==> src/sv/modular_arithmetic_unit_assert.svh <==
// Assertion macros shared by the modular arithmetic unit RTL.
`ifndef MODULAR_ARITHMETIC_UNIT_ASSERT_SVH
`define MODULAR_ARITHMETIC_UNIT_ASSERT_SVH

// Same-cycle implication, checked at every rising edge out of reset.
`define MAU_ASSERT_NOW(lbl, ante, cons, msg) \
    lbl: assert property (@(posedge clk) disable iff (!rst_n) (ante) |-> (cons)) \
        else $error(msg);

// Next-cycle implication.
`define MAU_ASSERT_NEXT(lbl, ante, cons, msg) \
    lbl: assert property (@(posedge clk) disable iff (!rst_n) (ante) |=> (cons)) \
        else $error(msg);

`endif

==> src/sv/mau_pkg.sv <==
// Shared widths, codes and types of the modular arithmetic unit.
`timescale 1ns / 1ps
`default_nettype none

package mau_pkg;

    localparam int OP_W        = 63;
    localparam int RES_W       = 30;
    localparam int MODE_W      = 3;
    localparam int IN_TDATA_W  = 128;
    localparam int OUT_TDATA_W = 32;
    localparam int RED_CNT_W   = $clog2(OP_W);
    localparam int MUL_CNT_W   = $clog2(RES_W);

    localparam logic [RES_W-1:0] MODULUS_RESET = 30'd1000000007;

    localparam logic [MODE_W-1:0] MODE_ADD = 3'd0;
    localparam logic [MODE_W-1:0] MODE_SUB = 3'd1;
    localparam logic [MODE_W-1:0] MODE_MUL = 3'd2;
    localparam logic [MODE_W-1:0] MODE_POW = 3'd3;
    localparam logic [MODE_W-1:0] MODE_INV = 3'd4;
    localparam logic [MODE_W-1:0] MODE_DIV = 3'd5;

    typedef struct packed {
        logic busy;
        logic done;
    } unit_stat_t;

endpackage

`default_nettype wire

==> src/sv/mau_modmul.sv <==
// Bit-serial modular multiplier, one multiplier bit per cycle, MSB first.
`timescale 1ns / 1ps
`default_nettype none

module mau_modmul
    import mau_pkg::*;
(
    input  wire logic             clk,
    input  wire logic             rst_n,
    input  wire logic             start,
    input  wire logic [RES_W-1:0] x,
    input  wire logic [RES_W-1:0] y,
    input  wire logic [RES_W-1:0] m,
    output logic      [RES_W-1:0] prod,
    output unit_stat_t            stat
);

    logic                 busy_reg, busy_next;
    logic                 done_reg, done_next;
    logic [MUL_CNT_W-1:0] cnt_reg, cnt_next;
    logic [RES_W-1:0]     x_reg, x_next;
    logic [RES_W-1:0]     y_reg, y_next;
    logic [RES_W-1:0]     acc_reg, acc_next;

    logic [RES_W+1:0] t, m1, m2, step;

    // acc < m, so 2*acc + x < 3m: at most two subtractions
    always_comb
    begin
        m1 = {2'b00, m};
        m2 = {1'b0, m, 1'b0};
        t  = {1'b0, acc_reg, 1'b0} + (y_reg[RES_W-1] ? {2'b00, x_reg} : '0);
        if (t >= m2)
        begin
            step = t - m2;
        end
        else if (t >= m1)
        begin
            step = t - m1;
        end
        else
        begin
            step = t;
        end
    end

    always_comb
    begin
        busy_next = busy_reg;
        done_next = 1'b0;
        cnt_next  = cnt_reg;
        x_next    = x_reg;
        y_next    = y_reg;
        acc_next  = acc_reg;
        if (start && !busy_reg)
        begin
            busy_next = 1'b1;
            cnt_next  = MUL_CNT_W'(RES_W - 1);
            x_next    = x;
            y_next    = y;
            acc_next  = '0;
        end
        else if (busy_reg)
        begin
            acc_next = step[RES_W-1:0];
            y_next   = {y_reg[RES_W-2:0], 1'b0};
            if (cnt_reg == '0)
            begin
                busy_next = 1'b0;
                done_next = 1'b1;
            end
            else
            begin
                cnt_next = cnt_reg - 1'b1;
            end
        end
    end

    always_ff @(posedge clk or negedge rst_n)
    begin
        if (!rst_n)
        begin
            busy_reg <= 1'b0;
            done_reg <= 1'b0;
            cnt_reg  <= '0;
        end
        else
        begin
            busy_reg <= busy_next;
            done_reg <= done_next;
            cnt_reg  <= cnt_next;
        end
    end

    always_ff @(posedge clk)
    begin
        x_reg   <= x_next;
        y_reg   <= y_next;
        acc_reg <= acc_next;
    end

    assign prod      = acc_reg;
    assign stat.busy = busy_reg;
    assign stat.done = done_reg;

endmodule

`default_nettype wire

==> src/sv/mau_reduce.sv <==
// Bit-serial reduction of a wide operand modulo the modulus, MSB first.
`timescale 1ns / 1ps
`default_nettype none

module mau_reduce
    import mau_pkg::*;
(
    input  wire logic             clk,
    input  wire logic             rst_n,
    input  wire logic             start,
    input  wire logic [OP_W-1:0]  val,
    input  wire logic [RES_W-1:0] m,
    output logic      [RES_W-1:0] rem,
    output unit_stat_t            stat
);

    logic                 busy_reg, busy_next;
    logic                 done_reg, done_next;
    logic [RED_CNT_W-1:0] cnt_reg, cnt_next;
    logic [OP_W-1:0]      sh_reg, sh_next;
    logic [RES_W-1:0]     rem_reg, rem_next;

    logic [RES_W:0] t, step;

    // rem < m, so 2*rem + 1 < 2m
    always_comb
    begin
        t = {rem_reg, sh_reg[OP_W-1]};
        if (t >= {1'b0, m})
        begin
            step = t - {1'b0, m};
        end
        else
        begin
            step = t;
        end
    end

    always_comb
    begin
        busy_next = busy_reg;
        done_next = 1'b0;
        cnt_next  = cnt_reg;
        sh_next   = sh_reg;
        rem_next  = rem_reg;
        if (start && !busy_reg)
        begin
            busy_next = 1'b1;
            cnt_next  = RED_CNT_W'(OP_W - 1);
            sh_next   = val;
            rem_next  = '0;
        end
        else if (busy_reg)
        begin
            rem_next = step[RES_W-1:0];
            sh_next  = {sh_reg[OP_W-2:0], 1'b0};
            if (cnt_reg == '0)
            begin
                busy_next = 1'b0;
                done_next = 1'b1;
            end
            else
            begin
                cnt_next = cnt_reg - 1'b1;
            end
        end
    end

    always_ff @(posedge clk or negedge rst_n)
    begin
        if (!rst_n)
        begin
            busy_reg <= 1'b0;
            done_reg <= 1'b0;
            cnt_reg  <= '0;
        end
        else
        begin
            busy_reg <= busy_next;
            done_reg <= done_next;
            cnt_reg  <= cnt_next;
        end
    end

    always_ff @(posedge clk)
    begin
        sh_reg  <= sh_next;
        rem_reg <= rem_next;
    end

    assign rem       = rem_reg;
    assign stat.busy = busy_reg;
    assign stat.done = done_reg;

endmodule

`default_nettype wire

==> src/sv/modular_arithmetic_unit.sv <==
// Modular arithmetic unit: add, subtract, multiply, power, inverse, divide.
//
// One word in, one residue out. Both operands are first reduced bit-serially,
// one after the other; add and subtract then take their result from the adder.
// A multiply runs through the bit-serial multiplier. Power, inverse and divide
// walk all 63 exponent bits, squaring each time and multiplying when the bit
// is set, with one more multiply for divide. Only one word is in flight: a new
// word is taken only once the last result is loaded into the output register.
// A modulus below two, and modes 6 and 7, give 0 without any reduction.
// The modulus may be written only while no word is in flight.
`timescale 1ns / 1ps
`default_nettype none
`include "modular_arithmetic_unit_assert.svh"

module modular_arithmetic_unit
    import mau_pkg::*;
(
    input  wire logic                   clk,
    input  wire logic                   rst_n,
    input  wire logic                   s_axis_tvalid,
    output logic                        s_axis_tready,
    // [62:0] operand_a, [125:63] operand_b, [127:126] zero
    input  wire logic [IN_TDATA_W-1:0]  s_axis_tdata,
    // [2:0] mode
    input  wire logic [MODE_W-1:0]      s_axis_tuser,
    output logic                        m_axis_tvalid,
    input  wire logic                   m_axis_tready,
    // [29:0] result, [31:30] zero
    output logic      [OUT_TDATA_W-1:0] m_axis_tdata,
    input  wire logic                   cfg_valid,
    output logic                        cfg_ready,
    input  wire logic [RES_W-1:0]       cfg_data
);

    localparam logic [3:0] S_IDLE  = 4'd0;
    localparam logic [3:0] S_RED_A = 4'd1;
    localparam logic [3:0] S_RED_B = 4'd2;
    localparam logic [3:0] S_OP    = 4'd3;
    localparam logic [3:0] S_SQ    = 4'd4;
    localparam logic [3:0] S_SQ_W  = 4'd5;
    localparam logic [3:0] S_ML_W  = 4'd6;
    localparam logic [3:0] S_NEXT  = 4'd7;
    localparam logic [3:0] S_FIN_W = 4'd8;
    localparam logic [3:0] S_OUT   = 4'd9;

    logic [3:0]           state_reg, state_next;
    logic [MODE_W-1:0]    mode_reg, mode_next;
    logic [OP_W-1:0]      b_raw_reg, b_raw_next;
    logic [RES_W-1:0]     a_red_reg, a_red_next;
    logic [RES_W-1:0]     b_red_reg, b_red_next;
    logic [RES_W-1:0]     base_reg, base_next;
    logic [RES_W-1:0]     acc_reg, acc_next;
    logic [RES_W-1:0]     res_reg, res_next;
    logic [OP_W-1:0]      exp_reg, exp_next;
    logic [RED_CNT_W-1:0] bit_cnt_reg, bit_cnt_next;
    logic [RES_W-1:0]     modulus_reg;
    logic                 out_valid_reg, out_valid_next;
    logic [RES_W-1:0]     out_data_reg, out_data_next;

    logic             red_start;
    logic [OP_W-1:0]  red_val;
    logic [RES_W-1:0] red_rem;
    unit_stat_t       red_stat;

    logic             mul_start;
    logic [RES_W-1:0] mul_x, mul_y, mul_prod;
    unit_stat_t       mul_stat;

    logic             out_load;
    logic [RES_W:0]   sum, sum_red;
    logic [OP_W-1:0]  exp_inv;

    mau_reduce u_reduce (
        .clk   (clk),
        .rst_n (rst_n),
        .start (red_start),
        .val   (red_val),
        .m     (modulus_reg),
        .rem   (red_rem),
        .stat  (red_stat)
    );

    mau_modmul u_modmul (
        .clk   (clk),
        .rst_n (rst_n),
        .start (mul_start),
        .x     (mul_x),
        .y     (mul_y),
        .m     (modulus_reg),
        .prod  (mul_prod),
        .stat  (mul_stat)
    );

    // a + b or a + (m - b), then one correction
    always_comb
    begin
        if (mode_reg == MODE_SUB)
        begin
            sum = {1'b0, a_red_reg} + {1'b0, modulus_reg - b_red_reg};
        end
        else
        begin
            sum = {1'b0, a_red_reg} + {1'b0, b_red_reg};
        end
        if (sum >= {1'b0, modulus_reg})
        begin
            sum_red = sum - {1'b0, modulus_reg};
        end
        else
        begin
            sum_red = sum;
        end
    end

    assign exp_inv = {{(OP_W - RES_W){1'b0}}, modulus_reg - RES_W'(2)};

    always_comb
    begin
        state_next   = state_reg;
        mode_next    = mode_reg;
        b_raw_next   = b_raw_reg;
        a_red_next   = a_red_reg;
        b_red_next   = b_red_reg;
        base_next    = base_reg;
        acc_next     = acc_reg;
        res_next     = res_reg;
        exp_next     = exp_reg;
        bit_cnt_next = bit_cnt_reg;
        red_start    = 1'b0;
        red_val      = b_raw_reg;
        mul_start    = 1'b0;
        mul_x        = acc_reg;
        mul_y        = acc_reg;
        out_load     = 1'b0;

        unique case (state_reg)
            S_IDLE:
            begin
                if (s_axis_tvalid)
                begin
                    mode_next  = s_axis_tuser;
                    b_raw_next = s_axis_tdata[2*OP_W-1:OP_W];
                    if (modulus_reg < RES_W'(2) || s_axis_tuser > MODE_DIV)
                    begin
                        res_next   = '0;
                        state_next = S_OUT;
                    end
                    else
                    begin
                        red_start  = 1'b1;
                        red_val    = s_axis_tdata[OP_W-1:0];
                        state_next = S_RED_A;
                    end
                end
            end
            S_RED_A:
            begin
                if (red_stat.done)
                begin
                    a_red_next = red_rem;
                    red_start  = 1'b1;
                    state_next = S_RED_B;
                end
            end
            S_RED_B:
            begin
                if (red_stat.done)
                begin
                    b_red_next = red_rem;
                    state_next = S_OP;
                end
            end
            S_OP:
            begin
                acc_next     = RES_W'(1);
                bit_cnt_next = RED_CNT_W'(OP_W - 1);
                case (mode_reg)
                    MODE_ADD, MODE_SUB:
                    begin
                        res_next   = sum_red[RES_W-1:0];
                        state_next = S_OUT;
                    end
                    MODE_MUL:
                    begin
                        mul_start  = 1'b1;
                        mul_x      = a_red_reg;
                        mul_y      = b_red_reg;
                        state_next = S_FIN_W;
                    end
                    MODE_POW:
                    begin
                        base_next  = a_red_reg;
                        exp_next   = b_raw_reg;
                        state_next = S_SQ;
                    end
                    MODE_INV:
                    begin
                        base_next = a_red_reg;
                        exp_next  = exp_inv;
                        if (a_red_reg == '0)
                        begin
                            res_next   = '0;
                            state_next = S_OUT;
                        end
                        else
                        begin
                            state_next = S_SQ;
                        end
                    end
                    MODE_DIV:
                    begin
                        base_next = b_red_reg;
                        exp_next  = exp_inv;
                        if (b_red_reg == '0)
                        begin
                            res_next   = '0;
                            state_next = S_OUT;
                        end
                        else
                        begin
                            state_next = S_SQ;
                        end
                    end
                    default:
                    begin
                        res_next   = '0;
                        state_next = S_OUT;
                    end
                endcase
            end
            S_SQ:
            begin
                mul_start  = 1'b1;
                state_next = S_SQ_W;
            end
            S_SQ_W:
            begin
                if (mul_stat.done)
                begin
                    acc_next = mul_prod;
                    if (exp_reg[OP_W-1])
                    begin
                        mul_start  = 1'b1;
                        mul_x      = mul_prod;
                        mul_y      = base_reg;
                        state_next = S_ML_W;
                    end
                    else
                    begin
                        state_next = S_NEXT;
                    end
                end
            end
            S_ML_W:
            begin
                if (mul_stat.done)
                begin
                    acc_next   = mul_prod;
                    state_next = S_NEXT;
                end
            end
            S_NEXT:
            begin
                exp_next = {exp_reg[OP_W-2:0], 1'b0};
                if (bit_cnt_reg == '0)
                begin
                    if (mode_reg == MODE_DIV)
                    begin
                        mul_start  = 1'b1;
                        mul_x      = a_red_reg;
                        mul_y      = acc_reg;
                        state_next = S_FIN_W;
                    end
                    else
                    begin
                        res_next   = acc_reg;
                        state_next = S_OUT;
                    end
                end
                else
                begin
                    bit_cnt_next = bit_cnt_reg - 1'b1;
                    state_next   = S_SQ;
                end
            end
            S_FIN_W:
            begin
                if (mul_stat.done)
                begin
                    res_next   = mul_prod;
                    state_next = S_OUT;
                end
            end
            S_OUT:
            begin
                if (!out_valid_reg || m_axis_tready)
                begin
                    out_load   = 1'b1;
                    state_next = S_IDLE;
                end
            end
            default:
            begin
                state_next = S_IDLE;
            end
        endcase
    end

    always_comb
    begin
        out_data_next = out_data_reg;
        if (out_load)
        begin
            out_valid_next = 1'b1;
            out_data_next  = res_reg;
        end
        else
        begin
            out_valid_next = out_valid_reg && !m_axis_tready;
        end
    end

    always_ff @(posedge clk or negedge rst_n)
    begin
        if (!rst_n)
        begin
            state_reg     <= S_IDLE;
            out_valid_reg <= 1'b0;
            modulus_reg   <= MODULUS_RESET;
        end
        else
        begin
            state_reg     <= state_next;
            out_valid_reg <= out_valid_next;
            if (cfg_valid)
            begin
                modulus_reg <= cfg_data;
            end
        end
    end

    always_ff @(posedge clk)
    begin
        mode_reg     <= mode_next;
        b_raw_reg    <= b_raw_next;
        a_red_reg    <= a_red_next;
        b_red_reg    <= b_red_next;
        base_reg     <= base_next;
        acc_reg      <= acc_next;
        res_reg      <= res_next;
        exp_reg      <= exp_next;
        bit_cnt_reg  <= bit_cnt_next;
        out_data_reg <= out_data_next;
    end

    assign s_axis_tready = (state_reg == S_IDLE);
    assign cfg_ready     = 1'b1;
    assign m_axis_tvalid = out_valid_reg;
    assign m_axis_tdata  = {{(OUT_TDATA_W - RES_W){1'b0}}, out_data_reg};

    `MAU_ASSERT_NOW(a_res_below_mod, m_axis_tvalid && modulus_reg >= 30'd2, m_axis_tdata[29:0] < modulus_reg, "result word not below modulus")
    `MAU_ASSERT_NEXT(a_one_in_flight, s_axis_tvalid && s_axis_tready, !s_axis_tready, "second word taken while busy")
    `MAU_ASSERT_NOW(a_mul_start_idle, mul_start, !mul_stat.busy, "multiplier started while busy")
    `MAU_ASSERT_NOW(a_red_start_idle, red_start, !red_stat.busy, "reducer started while busy")

endmodule

`default_nettype wire
==> config.mk <==
export PLATFORM = sky130hd
export DESIGN_NAME = modular_arithmetic_unit
export DESIGN_NICKNAME = d
export VERILOG_FILES = /design/src/sv/mau_pkg.sv /design/src/sv/mau_modmul.sv /design/src/sv/mau_reduce.sv /design/src/sv/modular_arithmetic_unit.sv
export VERILOG_INCLUDE_DIRS = /design/src /design/src/sv
export SDC_FILE = /design/constraint.sdc
export NUM_CORES = 2
export LEC_CHECK = 0
export BUFFER_PORTS_ARGS = -buffer_cell sky130_fd_sc_hd__buf_2
export CAP_MARGIN = 20
export CORE_ASPECT_RATIO = 1.75
export CORE_MARGIN = 10
export CORE_UTILIZATION = 30
export DETAILED_ROUTE_END_ITERATION = 8
export SKIP_CTS_REPAIR_TIMING = 1
export SLEW_MARGIN = 20
export SYNTH_ARGS = -nofsm -noshare
export SYNTH_HDL_FRONTEND = slang
export SYNTH_SLANG_ARGS = --single-unit
==> constraint.sdc <==
create_clock -name clk -period 17.05 [get_ports clk]
set_input_delay 3.41 -clock clk [delete_from_list [all_inputs] [get_ports clk]]
set_output_delay 3.41 -clock clk [all_outputs]
set_load 0.03 [all_outputs]
==> reports/qor.yml <==
outcome:
  status: "complete, no violations"
synth:
  ys.flop_type: "edfxtp_1"
  syn_inst: 3388
  netlist.area_leader.share_pct: 38.8
  avgSynthCellArea_um2: 10.0
  synth-edff-count: 438
  muxShareOfSynthArea_pct: 3.77
  synth_compound_area_share_pct: 18.9
  netlist_top_cells_count: "461 x nand2_1, 438 x edfxtp_1, 383 x o21ai_0, 218 x ha_1, 170 x a21oi_1"
  asyncSetResetFlopFracSynth_pct: 9.12
  yosys.area_share.simple_pct: 13.7
  synth_fa_ha_area_share_pct: 8.46
  synth_most_common_cell: "nand2_1"
  synth-seq-cells: 548
  yosysTopAreaCell: "edfxtp_1"
  yosys-top-cells-area: "edfxtp_1 39%, ha_1 8.0%, o21ai_0 5.7%"
  ys_warn_count: 0
  synth_top_family_by_area: "compound AO/OA/AOI/OAI gates"
  syn_area_um2: 33900
  yosysSeqAreaShare_pct: 46.1
  synthXorXnorAreaFrac_pct: 5.51
  ys_types: 89
routing:
  drt_iter0_markers: 2042
  vias: 27300
  final_antenna_net_count: 0
  drc: 0
  routedWlPerCell_um: 23.1
  via_per_inst: 5.40
  first_pass_iters: 8
  wirelength_mm: 117
layout:
  nets: 3923
  drive_above_1_share_pct: 11.3
  multi_input_area_um2: 17200
  register_area_um2: 15600
  fill_cells: 11500
  area_delta_synth_final_pct: 12.9
die:
  rows: 163
  ios: 201
  start_util_pct: 30.1
  die_h_um: 465
  core_um2: 113000
  die_w_um: 274
  dieArea_um2: 127000
timing:
  rsz0062_at_grt: "false"
  fin_crit_ns: 9.65
  fin_skew_ns: 0.0266
  maxSlewViolCount: 0
  final-hold-violation-count: 0
  slew_headroom_pct: 20.4
  worst_slew_pin_slew_ns: 1.18
  fin_crit_sh_pct: 56.6
  max_freq_ghz: 0.104
  finalSetupViolCount: 0
  setup_tns_ns: 0
  hold_ws_ns: 0.420
clock_tree:
  clock_path_buffers: 3
  cts_root_buf: "clkbuf_16"
  cts_tree: "done"
  clk_pin_slew_ns: 0.07
  cts_sinks: 548
  ctsHtreeMaxLevel: 2
  insertion_delay_ns: 0.63
  cts_inserted_buffers: 48
global_route:
  met1_usage_pct: 16.0
  grt-ovfl-total: 0
  use_met3_pct: 2.02
  grt_pass1_vias: 28000
  globalRouteMet2Util_pct: 33.8
  grt_max_degree: 98
  antenna_found_initial: 8
  grt_busiest_layer: "met2"
  grt_use_total_pct: 17.6
  grt_pass1_wl_mm: 171
place:
  gp_congestion: 0.948
  hpwlAfterDp_mm: 92.9
  io_buffers: 195
setup_path:
  cpMostUsedCell: "o21ai_0"
  worstPathRequired_ns: 17.31
  crit_buf_inv: 2
  path_class: "reg2reg"
  crit_family: "compound AO/OA/AOI/OAI gates"
  path_max_fanout: 31
  start_kind: "flop"
  end_kind: "flop"
  slowest_delay_ns: 0.90
  critPathSlowestCell: "o21ai_0"
  worstPathArrival_ns: 9.91
power:
  power_mw: 7.71
  max-vdd-ir-drop_uv: 97.4
  p_per_area_nw_per_um2: 201
  p_leak_nw: 15.2
flow_run:
  maxCapViolations: 0
worst_hold_path:
  worstHoldPathType: "reg2reg"
==> kinds of logic after synthesis <==
logic type / count (synthesis)
compound gates: 999
simple gates: 977
flops: 548
buf+inv: 298
fa+ha+maj: 225
xor+xnor: 213
mux: 126
other cells: 2
==> final timing paths <==
| path | start | slack (ns) | depth (start not counted) | endpoint |
|---|---|---|---|---|
| max in group asynchronous | rst_n | 13.54 | 2 | modulus_reg[5] |
| worst min-delay path | res_reg[8] | 0.42 | 0 | out_data_reg[8] |
| worst min register to register | res_reg[8] | 0.42 | 0 | out_data_reg[8] |
| worst max-delay path | modulus_reg[1] | 7.40 | 33 | res_reg[16] |
| min in group asynchronous | rst_n | 2.92 | 2 | u_modmul.busy_reg |
| worst max register to register | modulus_reg[1] | 7.40 | 33 | res_reg[16] |
==> stage by stage <==
step	utilization, %	instance area, um2	instances	setup WS (ns)
detailed placement	32.5	36600	4967	7.61
global route	34.0	38300	5061	7.08
global placement	32.5	36600	4967	7.65
floorplan	-	33900	3389	9.64
finish	34.0	38300	5061	7.40
CTS	34.0	38300	5057	7.51
==> report_power, final <==
group          leakage [nW]  internal (mW)  switching [mW]
sequential             5.21           1.94           0.263
combinational          9.18           1.71            2.60
clock                 0.811          0.649           0.543
total                  15.2           4.30            3.41
==> per-layer routing <==
layer | vias to the layer above | share of wire, %
met3 | 268 | 4.4
met5 | - | 0.0086
met4 | 2 | 9.2
met1 | 13400 | 33
met2 | 822 | 53
li1 | 12900 | -
==> cell type report <==
| class | count | share of cell area, % |
|---|---|---|
| multi-input cells | 2543 | 45.0 |
| flip-flops and latches | 548 | 40.8 |
| well taps | 1485 | 4.86 |
| clock buffers | 60 | 3.47 |
| repair buffers | 240 | 3.44 |
| inverters | 151 | 1.48 |
| clock inverters | 30 | 0.870 |
| diodes | 4 | 0.0262 |
==> placed cells by master, fill, tap and decap left out, drive strengths merged, types with 21 or more instances in the layout <==
cell type  instances
nor2b             28
a22o              24
dfrtp             34
nor3              43
inv              154
nand3             52
a222oi            63
and2              68
nor4              28
edfxtp           438
nand4             22
a22oi             40
a31oi             23
nor2             132
clkbuf            60
nand2b            35
ha               218
mux2i            114
o21bai            28
buf              240
dfxtp             60
a21o              81
xnor2            136
and3              21
xor2              77
o21a              21
a21oi            172
o21ai            401
nand2            461
nand3b            36
(Power assumes the default switching activity.)
